[src/sv/arpc_pkg.sv]
`timescale 1ns / 1ps
`default_nettype none

package arpc_pkg;

    // Field widths
    localparam int IP_W    = 32;
    localparam int MAC_W   = 48;
    localparam int TIME_W  = 32;
    localparam int ENTRY_W = IP_W + MAC_W + TIME_W;
    localparam int CFG_IDX_W = 2;
    localparam int IDX_OUT_W = 2;

    // Operation codes
    localparam logic OP_ENTER = 1'b0;
    localparam logic OP_FIND  = 1'b1;

    // Register indexes
    localparam logic [CFG_IDX_W-1:0] REG_LOCAL_IP    = 2'd0;
    localparam logic [CFG_IDX_W-1:0] REG_SUBNET_MASK = 2'd1;
    localparam logic [CFG_IDX_W-1:0] REG_GATEWAY_IP  = 2'd2;

    // Register reset values
    localparam logic [IP_W-1:0] LOCAL_IP_RST    = 32'hC0A8_500A;
    localparam logic [IP_W-1:0] SUBNET_MASK_RST = 32'hFFFF_FF00;
    localparam logic [IP_W-1:0] GATEWAY_IP_RST  = 32'hC0A8_5001;

    // Status from the shared compare unit to the sequencer
    typedef struct packed {
        logic              match;
        logic              older;
        logic [TIME_W-1:0] age;
    } cmp_status_t;

endpackage

`default_nettype wire

[src/sv/arpc_ram.sv]
`timescale 1ns / 1ps
`default_nettype none

module arpc_ram #(
    parameter int WIDTH = 8,
    parameter int DEPTH = 4,
    localparam int AW   = (DEPTH > 1) ? $clog2(DEPTH) : 1
) (
    input  wire logic             aclk,
    input  wire logic             wr_en,
    input  wire logic [AW-1:0]    wr_addr,
    input  wire logic [WIDTH-1:0] wr_data,
    input  wire logic             rd_en,
    input  wire logic [AW-1:0]    rd_addr,
    output logic      [WIDTH-1:0] rd_data
);

    logic [WIDTH-1:0] mem [DEPTH];

    // One write port, one registered read port
    always_ff @(posedge aclk) begin
        if (wr_en) begin
            mem[wr_addr] <= wr_data;
        end
        if (rd_en) begin
            rd_data <= mem[rd_addr];
        end
    end

endmodule

`default_nettype wire

[src/sv/arpc_match_unit.sv]
`timescale 1ns / 1ps
`default_nettype none

module arpc_match_unit (
    input  wire logic [arpc_pkg::IP_W-1:0]   key,
    input  wire logic [arpc_pkg::IP_W-1:0]   entry_ip,
    input  wire logic [arpc_pkg::TIME_W-1:0] entry_time,
    input  wire logic [arpc_pkg::TIME_W-1:0] now,
    input  wire logic [arpc_pkg::TIME_W-1:0] best_age,
    output arpc_pkg::cmp_status_t            status
);

    logic [arpc_pkg::TIME_W-1:0] age;

    // Wrapping age, strict compare against the oldest seen so far
    assign age          = now - entry_time;
    assign status.age   = age;
    assign status.older = (age > best_age);
    assign status.match = (entry_ip == key);

endmodule

`default_nettype wire

[src/sv/arp_cache_lookup_update_top.sv]
`timescale 1ns / 1ps
`default_nettype none

// IPv4-to-MAC cache with ENTRIES slots held in one RAM word per slot (IP, MAC,
// time). Operation 0 enters a mapping into the slot holding the same IP, or
// else the slot with the greatest wrapping age (now_ms - time), slot 0 when all
// ages are zero; operation 1 finds the MAC for an IP and, for an off-subnet
// miss, answers with the slot holding the gateway IP. Slots are scanned one per
// cycle through one compare/age unit behind the RAM's registered read port, and
// a scan stops early on a match; an off-subnet find miss runs a second scan for
// the gateway. s_ready is high only between items. The slots read as zero after
// reset, so a find of IP 0 hits an unused slot. Configuration registers:
// 0 local_ip, 1 subnet_mask, 2 gateway_ip; index 3 is ignored.
module arp_cache_lookup_update_top #(
    parameter int ENTRIES = 4
) (
    input  wire logic                              aclk,
    input  wire logic                              aresetn,
    // Input words
    input  wire logic                              s_valid,
    output logic                                   s_ready,
    input  wire logic                              s_operation,
    input  wire logic [arpc_pkg::IP_W-1:0]         s_ip_addr,
    input  wire logic [arpc_pkg::MAC_W-1:0]        s_mac_addr,
    input  wire logic [arpc_pkg::TIME_W-1:0]       s_now_ms,
    // Result words
    output logic                                   m_valid,
    input  wire logic                              m_ready,
    output logic                                   m_hit,
    output logic                                   m_via_gateway,
    output logic      [arpc_pkg::MAC_W-1:0]        m_mac_out,
    output logic      [arpc_pkg::IDX_OUT_W-1:0]    m_entry_index,
    // Configuration writes
    input  wire logic                              cfg_valid,
    output logic                                   cfg_ready,
    input  wire logic [arpc_pkg::CFG_IDX_W-1:0]    cfg_index,
    input  wire logic [arpc_pkg::IP_W-1:0]         cfg_data
);

    localparam int IW = (ENTRIES > 1) ? $clog2(ENTRIES) : 1;
    localparam int CW = $clog2(ENTRIES + 1);

    typedef enum logic [1:0] {
        ST_IDLE,
        ST_SCAN,
        ST_RESP
    } state_t;

    state_t state_reg, state_next;

    // Item registers
    logic                            op_reg, op_next;
    logic [arpc_pkg::IP_W-1:0]       ip_reg, ip_next;
    logic [arpc_pkg::MAC_W-1:0]      mac_reg, mac_next;
    logic [arpc_pkg::TIME_W-1:0]     now_reg, now_next;
    logic [arpc_pkg::IP_W-1:0]       key_reg, key_next;
    logic                            gw_pass_reg, gw_pass_next;

    // Scan pointers
    logic [CW-1:0]                   rd_idx_reg, rd_idx_next;
    logic                            rd_pend_reg, rd_pend_next;
    logic [IW-1:0]                   cmp_idx_reg, cmp_idx_next;
    logic [arpc_pkg::TIME_W-1:0]     best_age_reg, best_age_next;
    logic [IW-1:0]                   best_slot_reg, best_slot_next;

    // Pending result
    logic                            res_hit_reg, res_hit_next;
    logic                            res_via_reg, res_via_next;
    logic [arpc_pkg::MAC_W-1:0]      res_mac_reg, res_mac_next;
    logic [IW-1:0]                   res_slot_reg, res_slot_next;

    // Output register
    logic                            m_valid_reg, m_valid_next;
    logic                            m_hit_reg, m_hit_next;
    logic                            m_via_reg, m_via_next;
    logic [arpc_pkg::MAC_W-1:0]      m_mac_reg, m_mac_next;
    logic [arpc_pkg::IDX_OUT_W-1:0]  m_idx_reg, m_idx_next;

    // Slot valid bits, configuration registers
    logic [ENTRIES-1:0]              valid_reg, valid_next;
    logic [arpc_pkg::IP_W-1:0]       local_ip_reg, local_ip_next;
    logic [arpc_pkg::IP_W-1:0]       mask_reg, mask_next;
    logic [arpc_pkg::IP_W-1:0]       gw_ip_reg, gw_ip_next;

    // RAM and compare unit wiring
    logic                            issue;
    logic                            wr_en;
    logic [arpc_pkg::ENTRY_W-1:0]    rd_data;
    logic [arpc_pkg::ENTRY_W-1:0]    wr_data;
    logic                            ent_valid;
    logic [arpc_pkg::IP_W-1:0]       ent_ip;
    logic [arpc_pkg::MAC_W-1:0]      ent_mac;
    logic [arpc_pkg::TIME_W-1:0]     ent_time;
    arpc_pkg::cmp_status_t           cmp;
    logic                            last_cmp;
    logic                            on_subnet;
    logic                            out_free;

    assign s_ready   = (state_reg == ST_IDLE);
    assign cfg_ready = 1'b1;
    assign m_valid       = m_valid_reg;
    assign m_hit         = m_hit_reg;
    assign m_via_gateway = m_via_reg;
    assign m_mac_out     = m_mac_reg;
    assign m_entry_index = m_idx_reg;

    assign issue    = (state_reg == ST_SCAN) && (rd_idx_reg < CW'(ENTRIES));
    assign out_free = !m_valid_reg || m_ready;
    assign wr_en    = (state_reg == ST_RESP) && out_free && (op_reg == arpc_pkg::OP_ENTER);
    assign wr_data  = {ip_reg, mac_reg, now_reg};

    // Slot storage
    arpc_ram #(
        .WIDTH (arpc_pkg::ENTRY_W),
        .DEPTH (ENTRIES)
    ) u_store (
        .aclk    (aclk),
        .wr_en   (wr_en),
        .wr_addr (res_slot_reg),
        .wr_data (wr_data),
        .rd_en   (issue),
        .rd_addr (rd_idx_reg[IW-1:0]),
        .rd_data (rd_data)
    );

    // Never-written slots read as zero
    assign ent_valid = valid_reg[cmp_idx_reg];
    assign ent_ip    = ent_valid ? rd_data[arpc_pkg::ENTRY_W-1 -: arpc_pkg::IP_W] : '0;
    assign ent_mac   = ent_valid ? rd_data[arpc_pkg::TIME_W +: arpc_pkg::MAC_W] : '0;
    assign ent_time  = ent_valid ? rd_data[arpc_pkg::TIME_W-1:0] : '0;

    arpc_match_unit u_cmp (
        .key        (key_reg),
        .entry_ip   (ent_ip),
        .entry_time (ent_time),
        .now        (now_reg),
        .best_age   (best_age_reg),
        .status     (cmp)
    );

    assign last_cmp  = (cmp_idx_reg == IW'(ENTRIES - 1));
    assign on_subnet = ((ip_reg & mask_reg) == (local_ip_reg & mask_reg));

    // Sequencer
    always_comb begin
        state_next     = state_reg;
        op_next        = op_reg;
        ip_next        = ip_reg;
        mac_next       = mac_reg;
        now_next       = now_reg;
        key_next       = key_reg;
        gw_pass_next   = gw_pass_reg;
        rd_idx_next    = rd_idx_reg;
        rd_pend_next   = 1'b0;
        cmp_idx_next   = cmp_idx_reg;
        best_age_next  = best_age_reg;
        best_slot_next = best_slot_reg;
        res_hit_next   = res_hit_reg;
        res_via_next   = res_via_reg;
        res_mac_next   = res_mac_reg;
        res_slot_next  = res_slot_reg;
        m_valid_next   = m_valid_reg && !m_ready;
        m_hit_next     = m_hit_reg;
        m_via_next     = m_via_reg;
        m_mac_next     = m_mac_reg;
        m_idx_next     = m_idx_reg;
        valid_next     = valid_reg;
        local_ip_next  = local_ip_reg;
        mask_next      = mask_reg;
        gw_ip_next     = gw_ip_reg;

        // Configuration writes
        if (cfg_valid) begin
            case (cfg_index)
                arpc_pkg::REG_LOCAL_IP:    local_ip_next = cfg_data;
                arpc_pkg::REG_SUBNET_MASK: mask_next     = cfg_data;
                arpc_pkg::REG_GATEWAY_IP:  gw_ip_next    = cfg_data;
                default: ;
            endcase
        end

        case (state_reg)
            ST_IDLE: begin
                if (s_valid) begin
                    op_next        = s_operation;
                    ip_next        = s_ip_addr;
                    mac_next       = s_mac_addr;
                    now_next       = s_now_ms;
                    key_next       = s_ip_addr;
                    gw_pass_next   = 1'b0;
                    rd_idx_next    = '0;
                    best_age_next  = '0;
                    best_slot_next = '0;
                    state_next     = ST_SCAN;
                end
            end

            ST_SCAN: begin
                // Read one slot a cycle
                if (issue) begin
                    rd_idx_next  = rd_idx_reg + CW'(1);
                    cmp_idx_next = rd_idx_reg[IW-1:0];
                    rd_pend_next = 1'b1;
                end
                // Compare the slot read last cycle
                if (rd_pend_reg) begin
                    if (cmp.match) begin
                        res_hit_next  = 1'b1;
                        res_via_next  = gw_pass_reg;
                        res_mac_next  = ent_mac;
                        res_slot_next = cmp_idx_reg;
                        state_next    = ST_RESP;
                    end else begin
                        if (cmp.older) begin
                            best_age_next  = cmp.age;
                            best_slot_next = cmp_idx_reg;
                        end
                        if (last_cmp) begin
                            res_hit_next = 1'b0;
                            res_via_next = 1'b0;
                            res_mac_next = '0;
                            if (op_reg == arpc_pkg::OP_ENTER) begin
                                // Replace the oldest slot
                                res_slot_next = cmp.older ? cmp_idx_reg : best_slot_reg;
                                state_next    = ST_RESP;
                            end else if (!gw_pass_reg && !on_subnet) begin
                                // Off-subnet miss: scan again for the gateway
                                key_next     = gw_ip_reg;
                                gw_pass_next = 1'b1;
                                rd_idx_next  = '0;
                                rd_pend_next = 1'b0;
                            end else begin
                                res_slot_next = '0;
                                state_next    = ST_RESP;
                            end
                        end
                    end
                end
            end

            ST_RESP: begin
                if (out_free) begin
                    m_valid_next = 1'b1;
                    m_hit_next   = res_hit_reg;
                    m_via_next   = res_via_reg;
                    m_mac_next   = res_mac_reg;
                    m_idx_next   = arpc_pkg::IDX_OUT_W'(res_slot_reg);
                    if (wr_en) begin
                        valid_next = valid_reg | (ENTRIES'(1) << res_slot_reg);
                    end
                    state_next   = ST_IDLE;
                end
            end

            default: begin
                state_next = ST_IDLE;
            end
        endcase
    end

    always_ff @(posedge aclk) begin
        if (!aresetn) begin
            state_reg    <= ST_IDLE;
            rd_pend_reg  <= 1'b0;
            m_valid_reg  <= 1'b0;
            valid_reg    <= '0;
            local_ip_reg <= arpc_pkg::LOCAL_IP_RST;
            mask_reg     <= arpc_pkg::SUBNET_MASK_RST;
            gw_ip_reg    <= arpc_pkg::GATEWAY_IP_RST;
        end else begin
            state_reg    <= state_next;
            rd_pend_reg  <= rd_pend_next;
            m_valid_reg  <= m_valid_next;
            valid_reg    <= valid_next;
            local_ip_reg <= local_ip_next;
            mask_reg     <= mask_next;
            gw_ip_reg    <= gw_ip_next;
        end
        op_reg        <= op_next;
        ip_reg        <= ip_next;
        mac_reg       <= mac_next;
        now_reg       <= now_next;
        key_reg       <= key_next;
        gw_pass_reg   <= gw_pass_next;
        rd_idx_reg    <= rd_idx_next;
        cmp_idx_reg   <= cmp_idx_next;
        best_age_reg  <= best_age_next;
        best_slot_reg <= best_slot_next;
        res_hit_reg   <= res_hit_next;
        res_via_reg   <= res_via_next;
        res_mac_reg   <= res_mac_next;
        res_slot_reg  <= res_slot_next;
        m_hit_reg     <= m_hit_next;
        m_via_reg     <= m_via_next;
        m_mac_reg     <= m_mac_next;
        m_idx_reg     <= m_idx_next;
    end

endmodule

`default_nettype wire

[config.mk]
export PLATFORM = sky130hd
export DESIGN_NAME = arp_cache_lookup_update_top
export DESIGN_NICKNAME = d
export VERILOG_FILES = /design/src/sv/arpc_pkg.sv /design/src/sv/arpc_ram.sv /design/src/sv/arpc_match_unit.sv /design/src/sv/arp_cache_lookup_update_top.sv
export SDC_FILE = /design/constraint.sdc
export NUM_CORES = 1
export LEC_CHECK = 0
export BUFFER_PORTS_ARGS = -buffer_cell sky130_fd_sc_hd__buf_2
export CORE_MARGIN = 2
export CORE_UTILIZATION = 61
export DETAILED_ROUTE_END_ITERATION = 8
export PLACE_DENSITY = 0.87
export SLEW_MARGIN = 10
export SYNTH_ARGS = -nofsm -noshare
export SYNTH_HDL_FRONTEND = slang
export SYNTH_SLANG_ARGS = --single-unit
[constraint.sdc]
create_clock -name aclk -period 18.58 [get_ports aclk]
set_input_delay 0.929 -clock aclk [delete_from_list [all_inputs] [get_ports aclk]]
set_output_delay 0.929 -clock aclk [all_outputs]
set_load 0.03 [all_outputs]
== After elaboration in Yosys (flattened, before gate mapping) ==
Memory sizes are Yosys's and may differ from the RTL's. A register that Yosys moved wholly into a read port is not among the register bits.
Index checks and enable logic that the tools add are counted.
Operators by class
  add/subtract/negate cells: 2
  shift operators: 1
  divide/modulo/power cells: 0
  $lt $le $gt $ge: 3
  multiplexer cells: 63
  reduce and logical (&&, ||, !) cells: 29
  eq/ne operators: 18
  multiply operators: 0
  bitwise operators: 4
Operators with widths (number)
  2-to-1 mux 32 bit: 12
  2-to-1 mux 48 bit: 3
  case mux 32 bit (2 select lines): 2
  AND 32 bit: 2
  == test 32 bit: 2
  greater-than comparator 32 bit: 1
  subtractor 32 bit: 1
  2-to-1 mux 2 bit: 15
  2-to-1 mux 3 bit: 7
  2-to-1 mux 1 bit: 19
  AND reduction 2 bit: 8
  != test 2 bit (second input constant): 7
  AND reduction 5 bit: 2
  AND reduction 4 bit: 2
  AND reduction 7 bit: 1
  == test 2 bit (second input constant): 3
  != test 3 bit (second input constant): 2
  case mux 2 bit (3 select lines): 1
  case mux 3 bit (2 select lines): 1
  AND reduction 3 bit: 2
  logical AND 1 bit: 5
  == test 2 x 1 -> 1 bit (second input constant): 2
  zero test 1 bit: 4
  zero test 2 bit: 2
  other kinds (13): 14
Word-level totals
  output and inout port bits: 55
  memories kept: 1
  RAM bits: 448
  latch bits: 0
  input port bits: 152
  logic and storage cells: 146
  bits in read-only memories: 0
  register bits: 393
Memory list
  u_store.mem: depth 4, bits a word 112, rd ports 1, clocked after Yosys merged registers in 1, write ports 1, line arpc_ram.sv:18  | logic [WIDTH-1:0] mem [DEPTH];

== Longest topological paths before layout ==
  depth after elaboration: 10
  depth in mapped cells: 25
  gate-level depth less buffers: 22

== Cells and area by module ==
From an unflattened synthesis, not the netlist that was laid out.
Unflattened totals
  cell total of the unflattened synthesis: 2294
  area, all modules: 37502.2 sq um
By module, submodules not included
  arpc_ram: instances 1, cells an instance 701, area an instance 19640.1 sq um
  arp_cache_lookup_update_top: instances 1, cells an instance 1115, area an instance 14506.4 sq um
  arpc_match_unit: instances 1, cells an instance 478, area an instance 3355.7 sq um

== Worst setup path before layout ==
Ideal clock, no wire load.
  kind: input port to flip-flop
  start: in m_ready
  end: mem u_store.mem[1][0] in the netlist's numbering, enable pin
  setup time: 900 ps
  stages on the path: 3
  arrival time: 12692 ps
  slack: 4988 ps
  path buffers: 0
  path through: nor2b_1 > nand2b_1 > nor4b_1
Between the ends
  longest elaborated chain between the ends: 5
RTL lines
  start, declared: line arp_cache_lookup_update_top.sv:28  | input wire logic m_ready,
  logical OR 1 bit: line arp_cache_lookup_update_top.sv:108  | assign out_free = !m_valid_reg || m_ready;
  logical AND 1 bit (2 in a row): line arp_cache_lookup_update_top.sv:109  | assign wr_en = (state_reg == ST_RESP) && out_free && (op_reg == arpc_pkg::OP_ENTER);
  2-to-1 mux 1 bit: line arpc_ram.sv:22  | if (wr_en) begin
  2-to-1 mux 1 bit (implied by the code): line arpc_ram.sv:23  | mem[wr_addr] <= wr_data;
  end, declared: line arpc_ram.sv:18
No other way between the ends.

==> run summary <==
Cell count after synthesis: 2223
Via count: 20.61k
Number of H-tree levels: 3
Clock Latency Late Sink: 0.66 ns
# hold bufs at CTS: 0
Total CTS buffers: 93
Worst IR drop on VDD: 0.00007223 V
Status: finished, final reports clean
Synth cell types: 70
Hold Fails Final Rpt: 0
Commonest cells in the netlist: edfxtp_1, nand2_1, mux4_2, dfxtp_1, ha_1
Top delay family on crit path: compound AO/OA/AOI/OAI gates
Post-synthesis sequential area ratio: 74.88%
DRC: 0
Clk_skew: 0.04260 ns
Drt wl/cell: 24.61 µm
DIE HEIGHT: 249.7 µm
Crit-path max FO: 71
Pre-Repair DR Iteration Count: 5
Synth Area in Simple Gates: 7.834%
Met1 Track Usage GR: 34.69%
Final nets: 2676
Port bufs: 205
Max reg flops: 448
Power per Cell Area: 108.2 nW/µm²
Synth Area per Inst: 16.57 µm²
XOR/XNOR Fraction of Synth Area: 1.760%
Dominant cell type by area after synthesis: edfxtp_1
CP Buf/Inv Count: 2
CTS Sinks: 953
RSZ-0062 raised after global routing: false
Post-CTS Setup Bufs: 0
GR Layer Usage met3: 4.965%
TritonCTS clock tree: yes
Register Area: 27580 µm²
Synth top area share: 69.22%
Post-Synth Adder-Cell Area: 2.229%
First-pass GRT wire length: 123400 µm
Compound-Gate Fraction of Synth Area: 4.617%
Max-Cap Viols: 0
Tmin final: 7.552 ns
Core footprint: 60020 µm²
Top Ports: 207
Ratio of final minimum period to clock period: 40.65%
Slew Limit Headroom: 29.78%
Most Crowded Layer GR: met2
Placed cells: 3146
GRT met2 Usage: 43.65%
Most numerous cell on the critical path: nand2_1
Worst Setup Start Kind: flip-flop
Crit path kind: flip-flop to flip-flop
EDFF count, synth: 849
Fmax: 0.1324 GHz
Multi-input logic area: 8745 µm²
Starting Density: 61.36%
Finished Layout Cells: 3317
Vias in the first global route: 21.08k
Hold crit path type: flip-flop to flip-flop
Flops & latches, synth: 953
Synthesis warning total: 0
Cells along the critical path: mux4_4 > buf_4 > nand2_1 > ha_1 > a21oi_1 > o21ai_0 > a221oi_1 > a2bb2oi_1 > o21ai_1 > a41oi_1 > mux2i_1 > nand2_1 > ha_1 > nand4_1 > or2_2 > nor4_1 > nand2_1 > a21oi_1 > nor2_1 > o31ai_4 > buf_4
Vias/cell: 6.214
Largest registers: u_store.mem (448), u_store.rd_data (112)
Finish-stage setup viols: 0
DRT antenna net count: 0
P_leak: 14.61 nW
FILL cells: 3639
Largest net degree at the start of global routing: 105
Longest Clk Path Bufs: 3
CP Data Arrival Time: 7.85 ns
Clock transition at the registers of the reported paths: 0.06 ns
Max Transition Viols Final: 0
Biggest register: u_store.mem
Initial antenna violation count: 4
Mux cell area share after synthesis: 7.077%
Hpwl dp: 48430 µm
GRT overflow: 0
Top post-synthesis cells by area: edfxtp_1, mux4_2, dfxtp_1, nand2_1, ha_1
Mapped cell area: 36830 µm²
Worst slew pin tran: 1.053 ns
Slowest-stage cell, CP: mux4_4
Most frequent cell after synthesis: edfxtp_1
Post-CTS Resized: 0
Largest family of logic cells by synthesized area: simple AND/OR/NAND/NOR gates
Die area: 62360 µm²
Total negative slack: 0 ns
1st-iter DRT viols: 1885
Gpl congestion: 0.9019
CTS root buf: clkbuf_16
Asr flop ratio synth: 0%
GRT Util Overall: 26.27%
Core Rows: 90
Layout cell share with drive strength beyond 1: 20.11%
Worst EP required: 18.88 ns
Crit. End Element: flip-flop
Layout area overhead: 12.80%
Crit path largest cell delay: 0.82 ns
Synthesized Nets: 2440
DIE WIDTH: 249.7 µm
Main flop type after synthesis: edfxtp_1
Final wirelength: 81620 µm
-- cells in the final DEF, fill, tap and decap left out, drive strengths merged, types with 12 or more instances in the layout --
cell type	instances
a21o	17
nor4bb	12
nand2	357
nor2	53
buf	234
a21oi	42
o21ai	34
edfxtp	849
dfxtp	104
ha	64
and3	55
nand4	13
a21boi	56
clkinv	45
clkbuf	117
and2	27
nor3	14
mux4	113
o21a	13
xor2	44
a22oi	28
xnor2	30
nand3	53
a31o	13
inv	51
-- final cells by class --
| class | count | area share (%) |
|---|---|---|
| Tap cell | 782 | 2.355 |
| Timing Repair Buffer | 234 | 2.994 |
| Multi-Input combinational cell | 1128 | 21.05 |
| Clock buffer | 117 | 5.870 |
| Inverter | 49 | 0.4487 |
| Antenna cell | 4 | 0.02409 |
| Clock inverter | 50 | 0.8824 |
| Sequential cell | 953 | 66.38 |
-- worst paths after layout --
path,from,cells after the start,end,slack (ns)
worst min register to register,res_mac_reg[40],0,m_mac_out[40],0.42
worst min-delay path,res_mac_reg[40],0,m_mac_out[40],0.42
worst max-delay path,cmp_idx_reg[0],21,best_age_reg[27],11.03
worst max register to register,cmp_idx_reg[0],21,best_age_reg[27],11.03
-- metrics by stage --
| stage | setup WS, ns | area (µm²) | util [%] | hold slack, ns | power, mW |
|---|---|---|---|---|---|
| after CTS | 11.08 | 41530 | 69.20 | 0.4185 | 4.513 |
| after floorplan | 4.988 | 36830 | - | 0.4003 | 2.690 |
| after global placement | 11.46 | 38730 | 64.53 | 0.4034 | 2.781 |
| after global routing | 10.43 | 41540 | 69.22 | 0.4289 | 4.621 |
| final | 11.03 | 41540 | 69.22 | 0.4182 | 4.496 |
| after detailed placement | 11.18 | 38730 | 64.53 | 0.4045 | 2.796 |
-- cells by family (layout without fill, tap and decap cells) --
family,Yosys count,in the layout
XOR/XNOR,74,74
AO/OA/AOI/OAI,246,246
AND/OR/NAND/NOR,623,623
flip-flops,953,953
multiplexers,119,119
adder cells (fa/ha/maj),65,65
other,1,5
buffers and inverters,142,450
-- power breakdown --
group / leakage, nW / switching (mW) / internal (mW)
clock: 1.38 / 0.778 / 0.962
sequential: 8.71 / 0.0449 / 2.41
combinational: 4.52 / 0.176 / 0.129
-- per-layer routing --
layer | routed length (µm) | up-vias
met3 | 6657 | 218
met5 | 0 | -
li1 | - | 8929
met2 | 41110 | 1074
met1 | 30980 | 10390
met4 | 2869 | 0
Power figures use the tool's default switching activity.
